==> src/rtl/sem_pkg.sv <==
// Shared types, constants and helper functions of the Sobel edge magnitude block.
`default_nettype none
package sem_pkg;
    localparam int CFG_W          = 11;
    localparam int IDX_W          = 1;
    localparam int CH_W           = 8;
    localparam int NUM_CH         = 3;
    localparam int PIX_W          = CH_W * NUM_CH;
    localparam int DEF_MAX_WIDTH  = 1024;
    localparam int MAX_HEIGHT     = 1024;
    localparam int GRAD_W         = 12;
    localparam int SQ_W           = 20;
    localparam int SUM_W          = 21;
    localparam int ROOT_IN_W      = 16;

    localparam logic [CFG_W-1:0]     RESET_DIM = 11'd1024;
    localparam logic [ROOT_IN_W-1:0] SAT_LIMIT = 16'd65280;
    localparam logic [CH_W-1:0]      MAG_MAX   = 8'd255;

    typedef enum logic [IDX_W-1:0] {
        REG_IMAGE_WIDTH  = 1'b0,
        REG_IMAGE_HEIGHT = 1'b1
    } t_reg_idx;

    // 3x3 neighborhood of one channel, row major, top row first
    typedef logic [8:0][CH_W-1:0] t_win_ch;

    typedef struct packed {
        logic            done;
        logic [CH_W-1:0] mag;
    } t_lane_out;

    function automatic logic signed [GRAD_W-1:0] pix_s(input logic [CH_W-1:0] p);
        pix_s = $signed({{(GRAD_W-CH_W){1'b0}}, p});
    endfunction

    // Gx = {-1,0,1,-2,0,2,-1,0,1}
    function automatic logic signed [GRAD_W-1:0] grad_x(input t_win_ch p);
        grad_x = pix_s(p[2]) - pix_s(p[0]) + (pix_s(p[5]) <<< 1) - (pix_s(p[3]) <<< 1)
               + pix_s(p[8]) - pix_s(p[6]);
    endfunction

    // Gy = {-1,-2,-1,0,0,0,1,2,1}
    function automatic logic signed [GRAD_W-1:0] grad_y(input t_win_ch p);
        grad_y = pix_s(p[6]) + (pix_s(p[7]) <<< 1) + pix_s(p[8])
               - pix_s(p[0]) - (pix_s(p[1]) <<< 1) - pix_s(p[2]);
    endfunction

    // zero acts as one, values above the limit act as the limit
    function automatic logic [CFG_W-1:0] eff_dim(input logic [CFG_W-1:0] v,
                                                 input int unsigned lim);
        logic [CFG_W-1:0] r;
        r = v;
        if (v == '0) begin
            r = CFG_W'(1);
        end else if (32'(v) > lim) begin
            r = CFG_W'(lim);
        end
        eff_dim = r;
    endfunction
endpackage
`default_nettype wire

==> src/rtl/sem_lane.sv <==
// One channel lane: gradients, squares and a bit-serial rounded square root.
`default_nettype none
module sem_lane (
    input  wire logic              i_clk,
    input  wire logic              i_rst_n,
    input  wire logic              i_start,
    input  wire sem_pkg::t_win_ch  i_pix,
    output sem_pkg::t_lane_out     o_res
);
    typedef enum logic [4:0] {
        L_IDLE = 5'b00001,
        L_SQ   = 5'b00010,
        L_SUM  = 5'b00100,
        L_ROOT = 5'b01000,
        L_RND  = 5'b10000
    } t_lane_st;

    t_lane_st                                r_st;
    logic signed [sem_pkg::GRAD_W-1:0]       r_gx, r_gy;
    logic        [sem_pkg::SQ_W-1:0]         r_sqx, r_sqy;
    logic        [sem_pkg::ROOT_IN_W-1:0]    r_s;
    logic                                    r_sat;
    logic        [sem_pkg::CH_W-1:0]         r_q, r_bit, r_mag;
    logic                                    r_done;

    logic signed [2*sem_pkg::GRAD_W-1:0]     sqx_full, sqy_full;
    logic        [sem_pkg::SUM_W-1:0]        sum;
    logic        [sem_pkg::CH_W-1:0]         t_try;
    logic        [2*sem_pkg::CH_W-1:0]       t_sq;
    logic        [2*sem_pkg::CH_W-1:0]       q_sq;
    logic        [2*sem_pkg::CH_W:0]         q_sq_q;

    assign sqx_full = r_gx * r_gx;
    assign sqy_full = r_gy * r_gy;
    assign sum      = {1'b0, r_sqx} + {1'b0, r_sqy};
    assign t_try    = r_q | r_bit;
    assign t_sq     = t_try * t_try;
    assign q_sq     = r_q * r_q;
    assign q_sq_q   = {1'b0, q_sq} + {{(sem_pkg::CH_W+1){1'b0}}, r_q};

    always_ff @(posedge i_clk) begin
        if (!i_rst_n) begin
            r_st   <= L_IDLE;
            r_done <= 1'b0;
        end else begin
            r_done <= 1'b0;
            unique case (r_st)
                L_IDLE: begin
                    if (i_start) begin
                        r_gx <= sem_pkg::grad_x(i_pix);
                        r_gy <= sem_pkg::grad_y(i_pix);
                        r_st <= L_SQ;
                    end
                end
                L_SQ: begin
                    r_sqx <= sqx_full[sem_pkg::SQ_W-1:0];
                    r_sqy <= sqy_full[sem_pkg::SQ_W-1:0];
                    r_st  <= L_SUM;
                end
                L_SUM: begin
                    r_sat <= sum > {{(sem_pkg::SUM_W-sem_pkg::ROOT_IN_W){1'b0}},
                                    sem_pkg::SAT_LIMIT};
                    r_s   <= sum[sem_pkg::ROOT_IN_W-1:0];
                    r_q   <= '0;
                    r_bit <= {1'b1, {(sem_pkg::CH_W-1){1'b0}}};
                    r_st  <= L_ROOT;
                end
                L_ROOT: begin
                    // one result bit per cycle, most significant first
                    if (t_sq <= r_s) begin
                        r_q <= t_try;
                    end
                    r_bit <= r_bit >> 1;
                    if (r_bit[0]) begin
                        r_st <= L_RND;
                    end
                end
                L_RND: begin
                    if (r_sat) begin
                        r_mag <= sem_pkg::MAG_MAX;
                    end else if ({1'b0, r_s} > q_sq_q) begin
                        r_mag <= r_q + 1'b1;
                    end else begin
                        r_mag <= r_q;
                    end
                    r_done <= 1'b1;
                    r_st   <= L_IDLE;
                end
                default: r_st <= L_IDLE;
            endcase
        end
    end

    assign o_res.done = r_done;
    assign o_res.mag  = r_mag;
endmodule
`default_nettype wire

==> config.mk <==
export PLATFORM = sky130hd
export DESIGN_NAME = sem_lane
export DESIGN_NICKNAME = d
export VERILOG_FILES = /design/src/rtl/sem_pkg.sv /design/src/rtl/sem_lane.sv
export SDC_FILE = /design/constraint.sdc
export NUM_CORES = 1
export LEC_CHECK = 0
export ABC_CLOCK_PERIOD_IN_PS = 7100
export BUFFER_PORTS_ARGS = -buffer_cell sky130_fd_sc_hd__buf_4
export CAP_MARGIN = 20
export CORE_MARGIN = 2
export CORE_UTILIZATION = 40
export CTS_CLUSTER_SIZE = 24
export DETAILED_ROUTE_END_ITERATION = 7
export PLACE_DENSITY_LB_ADDON = 0.08
export SLEW_MARGIN = 20
export SYNTH_ARGS = -nofsm -noshare
export SYNTH_HDL_FRONTEND = slang
export SYNTH_SLANG_ARGS = --single-unit
==> constraint.sdc <==
create_clock -name i_clk -period 7.1 [get_ports i_clk]
set_input_delay 0.71 -clock i_clk [delete_from_list [all_inputs] [get_ports i_clk]]
set_output_delay 0.71 -clock i_clk [all_outputs]
set_load 0.01 [all_outputs]
### Word-level counts from Yosys, hierarchy flattened

Cells that the tools add are included.

* register bits after elaboration: 111
* latch bits: 0
* bits in writable memories: 0
* bits in read-only memories: 0
* input bits: 75
* output and inout bits: 9
* logic and storage cells: 56
* memories: 0

* add/subtract/negate cells: 13
* multipliers: 4
* div/mod/pow operators: 0
* order comparisons: 3
* equality and inequality tests: 8
* shift-type cells: 0
* mux-type cells: 8
* bitwise operators: 1
* reductions and logical operators: 8

Operators with widths (number)
* 12-bit by 12-bit multiplier with 20-bit output: 2
* 8-bit by 8-bit multiplier with 16-bit output: 2
* 8-bit one-hot mux with 2 select lines: 2
* 12-bit by 9-bit subtractor with 12-bit output: 2
* 20-bit by 20-bit adder with 21-bit output: 1
* 21-bit by 16-bit > comparator with 1-bit output (second input constant): 1
* 5-bit one-hot mux with 4 select lines: 1
* 16-bit by 8-bit adder with 17-bit output: 1
* 16-bit by 17-bit > comparator with 1-bit output: 1
* 16-bit less-or-equal comparator: 1
* 8-bit two-way mux: 2
* 12-bit by 9-bit adder with 12-bit output: 1
* 11-bit by 10-bit subtractor with 12-bit output: 1
* 11-bit by 8-bit subtractor with 12-bit output: 1
* 12-bit by 10-bit subtractor with 12-bit output: 1
* 10-bit by 8-bit adder with 11-bit output: 1
* 9-bit by 10-bit adder with 11-bit output: 1
* 8-bit by 9-bit adder with 10-bit output: 1
* 5-bit two-way mux: 2
* 2-bit AND reduction: 5
* 8-bit by 8-bit subtractor with 9-bit output: 1
* 8-bit by 1-bit adder with 8-bit output (second input constant): 1
* 8-bit OR: 1
* 2-bit != test (second input constant): 3
* 8 further kinds: 9

### Depth between registers and ports, before layout

Gate-level depths: netlist of the first run.

* word-level depth: 5
* gate-level depth with buffers: 28
* gate-level depth less buffers: 26

### Worst setup path after synthesis of the first run

No wires, ideal clock.

* path type: register to register
* start: reg r_q[3] in the netlist's numbering
* end: reg r_mag[0] in the netlist's numbering, data pin
* library setup time: 0.266 ns
* arrival time: 6.154 ns
* data required time: 6.834 ns
* setup slack: 0.680 ns
* stages on the path, launching flop included: 27
* clock period less this slack: 6.420 ns
* cell sequence: edfxtp_1 > clkbuf_1 > and2_1 > inv_1 > fa_1 > fa_1 > inv_1 > ha_1 > inv_1 > fa_1 > inv_1 > fa_1 > a21o_1 > a21oi_1 > o21bai_1 > a21oi_1 > o21bai_1 > a21o_1 > or4_1 > and3_1 > ha_1 > and3_1 > a221o_1 > o22ai_2 > buf_6 > nor3_1 > or3b_1

* cells in the longest elaborated chain, start to end: 4

RTL lines
* from (decl): RTL line sem_lane.sv:23 `logic [sem_pkg::CH_W-1:0] r_q, r_bit, r_mag;`
* from (signal assigned): RTL line sem_lane.sv:71 `r_q <= t_try;`
* 8-bit by 8-bit multiplier with 16-bit output: RTL line sem_lane.sv:38 `assign q_sq = r_q * r_q;`
* 16-bit by 8-bit adder with 17-bit output (*): RTL line sem_lane.sv:39 `assign q_sq_q = {1'b0, q_sq} + {{(sem_pkg::CH_W+1){1'b0}}, r_q};`
* 16-bit by 17-bit > comparator with 1-bit output (*): RTL line sem_lane.sv:81 `end else if ({1'b0, r_s} > q_sq_q) begin`
* 8-bit two-way mux (*): RTL line sem_lane.sv:81
* to (signal assigned): RTL line sem_lane.sv:80 `r_mag <= sem_pkg::MAG_MAX;`
* to (signal assigned): RTL line sem_lane.sv:82 `r_mag <= r_q + 1'b1;`
* to (signal assigned): RTL line sem_lane.sv:84 `r_mag <= r_q;`
* to (decl): RTL line sem_lane.sv:23

Mark *: on every way between the ends. The rest lies on a longest branch, timed or not.
A chain may end at the register's enable or synchronous reset.

### Worst setup path in the final report of the first run

* start: reg r_q[5] in the netlist's numbering
* end: reg r_mag[7] in the netlist's numbering, data pin

* cells in the longest elaborated chain, start to end: 4

RTL lines (RTL line)
* 8-bit by 8-bit multiplier with 16-bit output: sem_lane.sv:38
* 16-bit by 8-bit adder with 17-bit output: sem_lane.sv:39
* 16-bit by 17-bit > comparator with 1-bit output: sem_lane.sv:81
* 8-bit two-way mux (*): sem_lane.sv:81

Marked as above.

==> results of run 1 <==
[flip-flops by register name, summed over array words and instances, names as in the netlist]
| name | flops |
|---|---|
| r_sqx | 19 |
| r_sqy | 19 |
| r_s | 16 |
| r_gx | 12 |
| r_gy | 12 |
| r_bit | 8 |
| r_mag | 8 |
| r_q | 8 |
| r_st | 5 |
| r_done | 1 |
| r_sat | 1 |
[through the flow]
step | setup WS [ps] | instances | utilization | hold slack, ps
3_5_place_dp | 245 | 2629 | 0.432 | 505
2_1_floorplan | 680 | 1957 | - | 477
4_1_cts | 211 | 2645 | 0.438 | 524
5_1_grt | 6.74 | 2653 | 0.439 | 593
3_3_place_gp | 299 | 2629 | 0.432 | 512
6_report | 395 | 2653 | 0.439 | 523
[area by class of cell]
class,count,area (sq um),share of cell area
clock buffers,9,225,0.0108
clock inverters,7,50.0,0.00239
inverters,492,1850,0.0883
multi-input cells,1318,14000,0.671
flip-flops and latches,109,3210,0.154
well taps,615,769,0.0368
repair buffers,103,773,0.0370
[worst min-delay path: cells and delay by family (launching register included)]
family / cells / cell delay (ps)
simple gates: 1 / 50
flops: 1 / 360
compound gates: 1 / 80
[worst max-delay path by stage]
stage | endpoint | cells after the start | slack, ps
after floorplan | r_mag[0]$_SDFFCE_PP1P_ | 26 | 680
after global placement | r_mag[7]$_SDFFCE_PP1P_ | 24 | 300
after detailed placement | r_mag[7]$_SDFFCE_PP1P_ | 25 | 240
after CTS | r_mag[7]$_SDFFCE_PP1P_ | 25 | 210
after global routing | r_mag[7]$_SDFFCE_PP1P_ | 24 | 7
final | r_mag[7]$_SDFFCE_PP1P_ | 24 | 400
[metal layers]
layer,vias to the layer above,part of all wire
met4,0,0.016
met5,-,0
li1,6267,-
met2,150,0.52
met3,37,0.040
met1,6286,0.42
[repair_timing]
action                                  4_1_cts  5_1_grt
endpoints found under the setup margin        0        6
gates resized for setup                       0        1
setup buffers                                 0        8
[cell families after synthesis]
group / count (synthesis)
adders and majority gates: 564
buffers and inverters: 530
and+or+nand+nor: 430
AOI/OAI and AO/OA: 195
xor gates and xnor gates: 122
DFF: 109
muxes: 7
[Yosys cell counts (23+ instances only)]
library cell  count
xnor2_1          91
inv_1           491
nor3_1           23
a21oi_1          49
nand2_1          90
nor2_1           99
edfxtp_1        103
clkbuf_1         35
fa_1            313
a21o_1           34
xor2_1           31
ha_1            251
and2_1          106
o21ai_0          42
==> impl_results.md, run 1 <==
- Worst hold endpoint: r_st[0]$_SDFFE_PN1P_
- Vias in the first global route: 13942
- FF+latch count, synth: about 110
- Cell chain of the critical path: inv_1 > nor2_1 > fa_1 > fa_1 > fa_1 > inv_1 > fa_1 > inv_1 > ha_1 > or3_1 > o21ai_0 > inv_1 > and3_1 > o21ai_0 > nand2b_1 > xnor2_1 > ha_1 > and4_1 > a21oi_1 > nand2_1 > a221o_1 > o22ai_4 > nor4_1 > or3_1
- Hold Path Depth: 2
- Post-synthesis mux area share: 0.00377
- Combinational family with the most area after synthesis: adder cells
- Die Y: between 200 and 250 um
- IO Port Bufs: 75
- Max cap viols: 0
- Crit path kind: reg -> reg
- # DRC: 0
- Synth Area in Compound Gates: 0.0660
- Synth Area in XOR/XNOR: 0.0555
- Post-Route WL: roughly 40000 um
- Slew Viols, Final: 0
- Max Clock Skew: approximately 8.4 ps
- Commonest non-fill, non-tap cells in the layout: inv_1, fa_1, ha_1
- Yosys top cell area share: 0.326
- Crit-path leading delay family: adder cells
- Yosys warning count: 0
- CP Data Required Time: between 7000 and 8000 ps
- Initial Util: 0.404
- Worst-path maximum fanout: 14
- First-pass GRT wire length: 68000 um
- Post-Synth Adder-Cell Area: 0.489
- Vias per cell: just under 5
- Die width: between 200 and 250 um
- Setup_tns: 0 ps
- Startpoint class of the critical path: flip-flop
- Main synth FF type: edfxtp_1
- Post-Syn Nets: 2596
- Busiest grt layer: met2
- Clk_lat worst skew: 370 ps
- Clk sinks: 109
- Final Hold Viols: 0
- HP Start: r_st[2]$_SDFFE_PN0P_
- Crit. End Element: flip-flop
- Arr. time, crit path: 6830 ps
- WP buf/inv: 4
- Io pins: 84
- Crit path launch: r_q[5]$_SDFFCE_PN0P_
- Hold Buf Count CTS: 0
- Die Area: between 40000 and 50000 sq um
- Commonest non-fill, non-tap cell in the layout: inv_1
- RSZ-0062 raised after global routing: no
- Leading area contributor after synthesis: fa_1
- Grt met1 use: 0.205
- Share of post-route cells with drive strength above 1: 0.0662
- Vias: about 13000
- Top post-synthesis cells by area: fa_1, ha_1, edfxtp_1, inv_1, xnor2_1
- # diodes: 0
- Fill cells: between 4000 and 5000
- 1st-pass router iterations: 4
- Synthesized area per cell: approximately 9.8 sq um
- Final period util: 0.944
- Final HPWL DP: 33800 um
- CTS root buf: clkbuf_16
- Grt met3 use: 0.0329
- DP Area: approximately 20000 sq um
- GRT Residual Overflow: 0
- Drt wl/cell: between 10 and 15 um
- Hold crit path type: reg -> reg
- Normalized max-slew margin: 0.317
- RR Startpoint: r_q[5]$_SDFFCE_PN0P_
- Critical path's slowest cell: fa_1
- Global Route met2 Usage: 0.315
- Fmax: 0.149 GHz
- Post-Synth Simple-Gate Area: 0.115
- Slew @ Worst Pin: between 1000 and 1500 ps
- Num CTS Buffers: 9
- Library cells used by synthesis: 64
- R2R Setup Slk: 400 ps
- Sequential area share after synthesis: 0.167
- Initial DRC count: ~360
- Post-route minimum period: approximately 6700 ps
- Mapped cell area: between 15000 and 20000 sq um
- Outcome: complete, no violations
- Area delta synth->final: 8.70%
- Core Box Area: around 48000 sq um
- Nets@finish: around 2700
- Worst R2R Path Depth: 24
- Largest net degree at the start of global routing: 39
- Num rows: 80
- CTS tree: done
- Final setup vio count: 0
- Worst path max stage delay: 580 ps
- Initial antenna violation count: 0
- GRT Resource Usage Total: 0.170
- Post-route cell area: 20900 sq um
- Worst r2r dst: r_mag[7]$_SDFFCE_PP1P_
- Post-synth ARST share: 0
- Clock slew seen by the registers of the worst setup and hold paths: roughly 80 ps
- H-tree level count: 3
- Clock Tree Buf Depth: 2
- Placer congestion estimate: around 0.81
- EDFF count, synth: 103
- Synth Instances: 1957
- ANT nets after route: 0
Power of run 1 is left out: the tool's default activity adds up to more than one toggle a clock period on the data nets, which glitch-free logic cannot reach.
==> run 2: changes to the inputs <==
--- a/config.mk
+++ b/config.mk
@@ -9,4 +9,5 @@
 export BUFFER_PORTS_ARGS = -buffer_cell sky130_fd_sc_hd__buf_4
 export CAP_MARGIN = 20
+export CORE_ASPECT_RATIO = 0.8
 export CORE_MARGIN = 2
 export CORE_UTILIZATION = 40
==> constraint.sdc (replaced) <==
create_clock -name i_clk -period 7.1 [get_ports i_clk]
set_input_delay 0.355 -clock i_clk [delete_from_list [all_inputs] [get_ports i_clk]]
set_output_delay 0.355 -clock i_clk [all_outputs]
set_load 0.01 [all_outputs]
==> impl_results.md, run 2 (synthesized netlist as in run 1, its figures left out) <==
- Outcome: complete, no violations
- Commonest non-fill, non-tap cell in the layout: inv_1
- Die width: 249 um (+12%)
- Max Clock Skew: 7.71 ps (-0.702 ps)
- ANT nets after route: 0 (unchanged)
- Worst-path maximum fanout: 7 (-7)
- Most used cell, CP: inv_1
- CTS root buf: clkbuf_16
- Clock Tree Buf Depth: 2 (unchanged)
- Hold Path Depth: 3 (+1)
- Max cap viols: 0 (unchanged)
- Num CTS Buffers: 9 (unchanged)
- Io pins: 84 (unchanged)
- Crit path kind: reg -> reg
- Vias: 12617 (-0.97%)
- Post-route minimum period: 6730 ps (+21.7 ps)
- RSZ-0062 raised after global routing: no
- Clk_lat worst skew: 370 ps (about the same)
- Arr. time, crit path: 6850 ps (+20 ps)
- Critical path's slowest cell: edfxtp_1
- # DRC: 0 (unchanged)
- Worst R2R Path Depth: 26 (+8.3%)
- Nets@finish: 2667 (-0.19%)
- Area of the multi-input gates: 14000 sq um (unchanged)
- Final HPWL DP: 34100 um (+0.84%)
- Final setup vio count: 0 (unchanged)
- Largest net degree at the start of global routing: 39 (unchanged)
- Startpoint class of the critical path: flip-flop
- Num rows: 71 (-11%)
- Worst path max stage delay: 560 ps (-20 ps)
- GRT Resource Usage Total: 0.170 (about the same)
- Drt wl/cell: 14.9 um (+0.61%)
- 1st-pass router iterations: 7 (+3)
- # diodes: 0 (unchanged)
- Share of post-route cells with drive strength above 1: 0.0630 (-0.00328)
- Die Area: 49900 sq um (about the same)
- Crit. End Element: flip-flop
- Area delta synth->final: 8.75% (about the same)
- Dpl ws: 304 ps (+59.4 ps)
- First-pass GRT wire length: 68800 um (+1.2%)
- Initial Util: 0.407 (+0.00329)
- Hold slack: 251 ps (-271 ps)
- Clk sinks: 109 (unchanged)
- Final core occ: 0.443 (+0.00377)
- Normalized max-slew margin: 0.312 (-0.00500)
- Top flop regs: r_sqx (19), r_sqy (19), r_s (16)
- Final Hold Viols: 0 (unchanged)
- Post-Route WL: 39500 um (+0.61%)
- Slew Viols, Final: 0 (unchanged)
- Setup_tns: 0 ps (unchanged)
- R2R Setup Slk: 370 ps (-20 ps)
- Final period util: 0.947 (+0.00305)
- Fmax: 0.149 GHz (-0.32%)
- Vias in the first global route: 13724 (-1.6%)
- CTS tree: done
- PnR worst setup slack: 374 ps (-21.7 ps)
- Core Box Area: 47300 sq um (-0.81%)
- Sequential cell area: 3210 sq um (unchanged)
- Slew @ Worst Pin: 1030 ps (+7.51 ps)
- Fill cells: 4615 (-1.4%)
- # Post-CTS Setup Buffers: 0 (unchanged)
- Initial antenna violation count: 1 (+1)
- Vias per cell: 4.76 (-0.97%)
- H-tree level count: 3 (unchanged)
- Hold crit path type: in -> reg
- Placer congestion estimate: 0.807 (-0.62%)
- Clock slew seen by the registers of the worst setup and hold paths: 70 ps (about the same)
- IO Port Bufs: 75 (unchanged)
- Hold Buf Count CTS: 0 (unchanged)
- Initial DRC count: 487 (+35%)
- GRT Residual Overflow: 0 (unchanged)
- Commonest non-fill, non-tap cells in the layout: inv_1, fa_1, ha_1
- Die Y: 200 um (-10%)
- CP Data Required Time: 7220 ps (about the same)
## run 2: final cells by class
class                           count  share of cell area
Tap cell                          620              0.0371
Multi-Input combinational cell   1318               0.671
Timing Repair Buffer               98              0.0351
Inverter                          492              0.0882
Sequential cell                   109               0.153
Clock buffer                       10              0.0109
Clock inverter                      6             0.00412
## run 2: worst max-delay path, delay by kind of cell, from the launching register on
family | cells | cell delay, ps
adder cells (fa/ha/maj) | 6 | 2600
AO/OA/AOI/OAI | 6 | 1000
flip-flops | 1 | 560
AND/OR/NAND/NOR | 8 | 1710
buffers and inverters | 6 | 600
## run 2: timing repair
item,4_1_cts,5_1_grt
setup endpoints to repair,0,2
hold endpoints to repair,0,0
resized for setup,0,1
## run 2: path summary, 6_finish.rpt
check,from,endpoint
setup / recovery,r_q[4]$_SDFFCE_PN0P_,r_mag[0]$_SDFFCE_PP1P_
hold / removal,i_start,r_st[1]$_SDFFE_PN0P_
setup reg to reg,r_q[4]$_SDFFCE_PN0P_,r_mag[0]$_SDFFCE_PP1P_
hold reg to reg,r_st[2]$_SDFFE_PN0P_,r_st[0]$_SDFFE_PN1P_
## run 2: per-layer routing
layer / vias to the layer above / routed length [um] / track usage
li1: 6262 / - / -
met1: 6157 / 18400 / 0.230
met2: 172 / 18800 / 0.286
met3: 26 / 1910 / 0.0357
met4: 0 / 423 / 0.0275
met5: - / 0 / 0
## run 2: per-stage QoR
step / cell area [sq um] / instances
after detailed placement: 20600 / 2637
after CTS: 20900 / 2653
final: 20900 / 2653
after floorplan: 19200 / 1957
after global placement: 20600 / 2637
after global routing: 20900 / 2653
Power of run 2 is left out for the same reason.
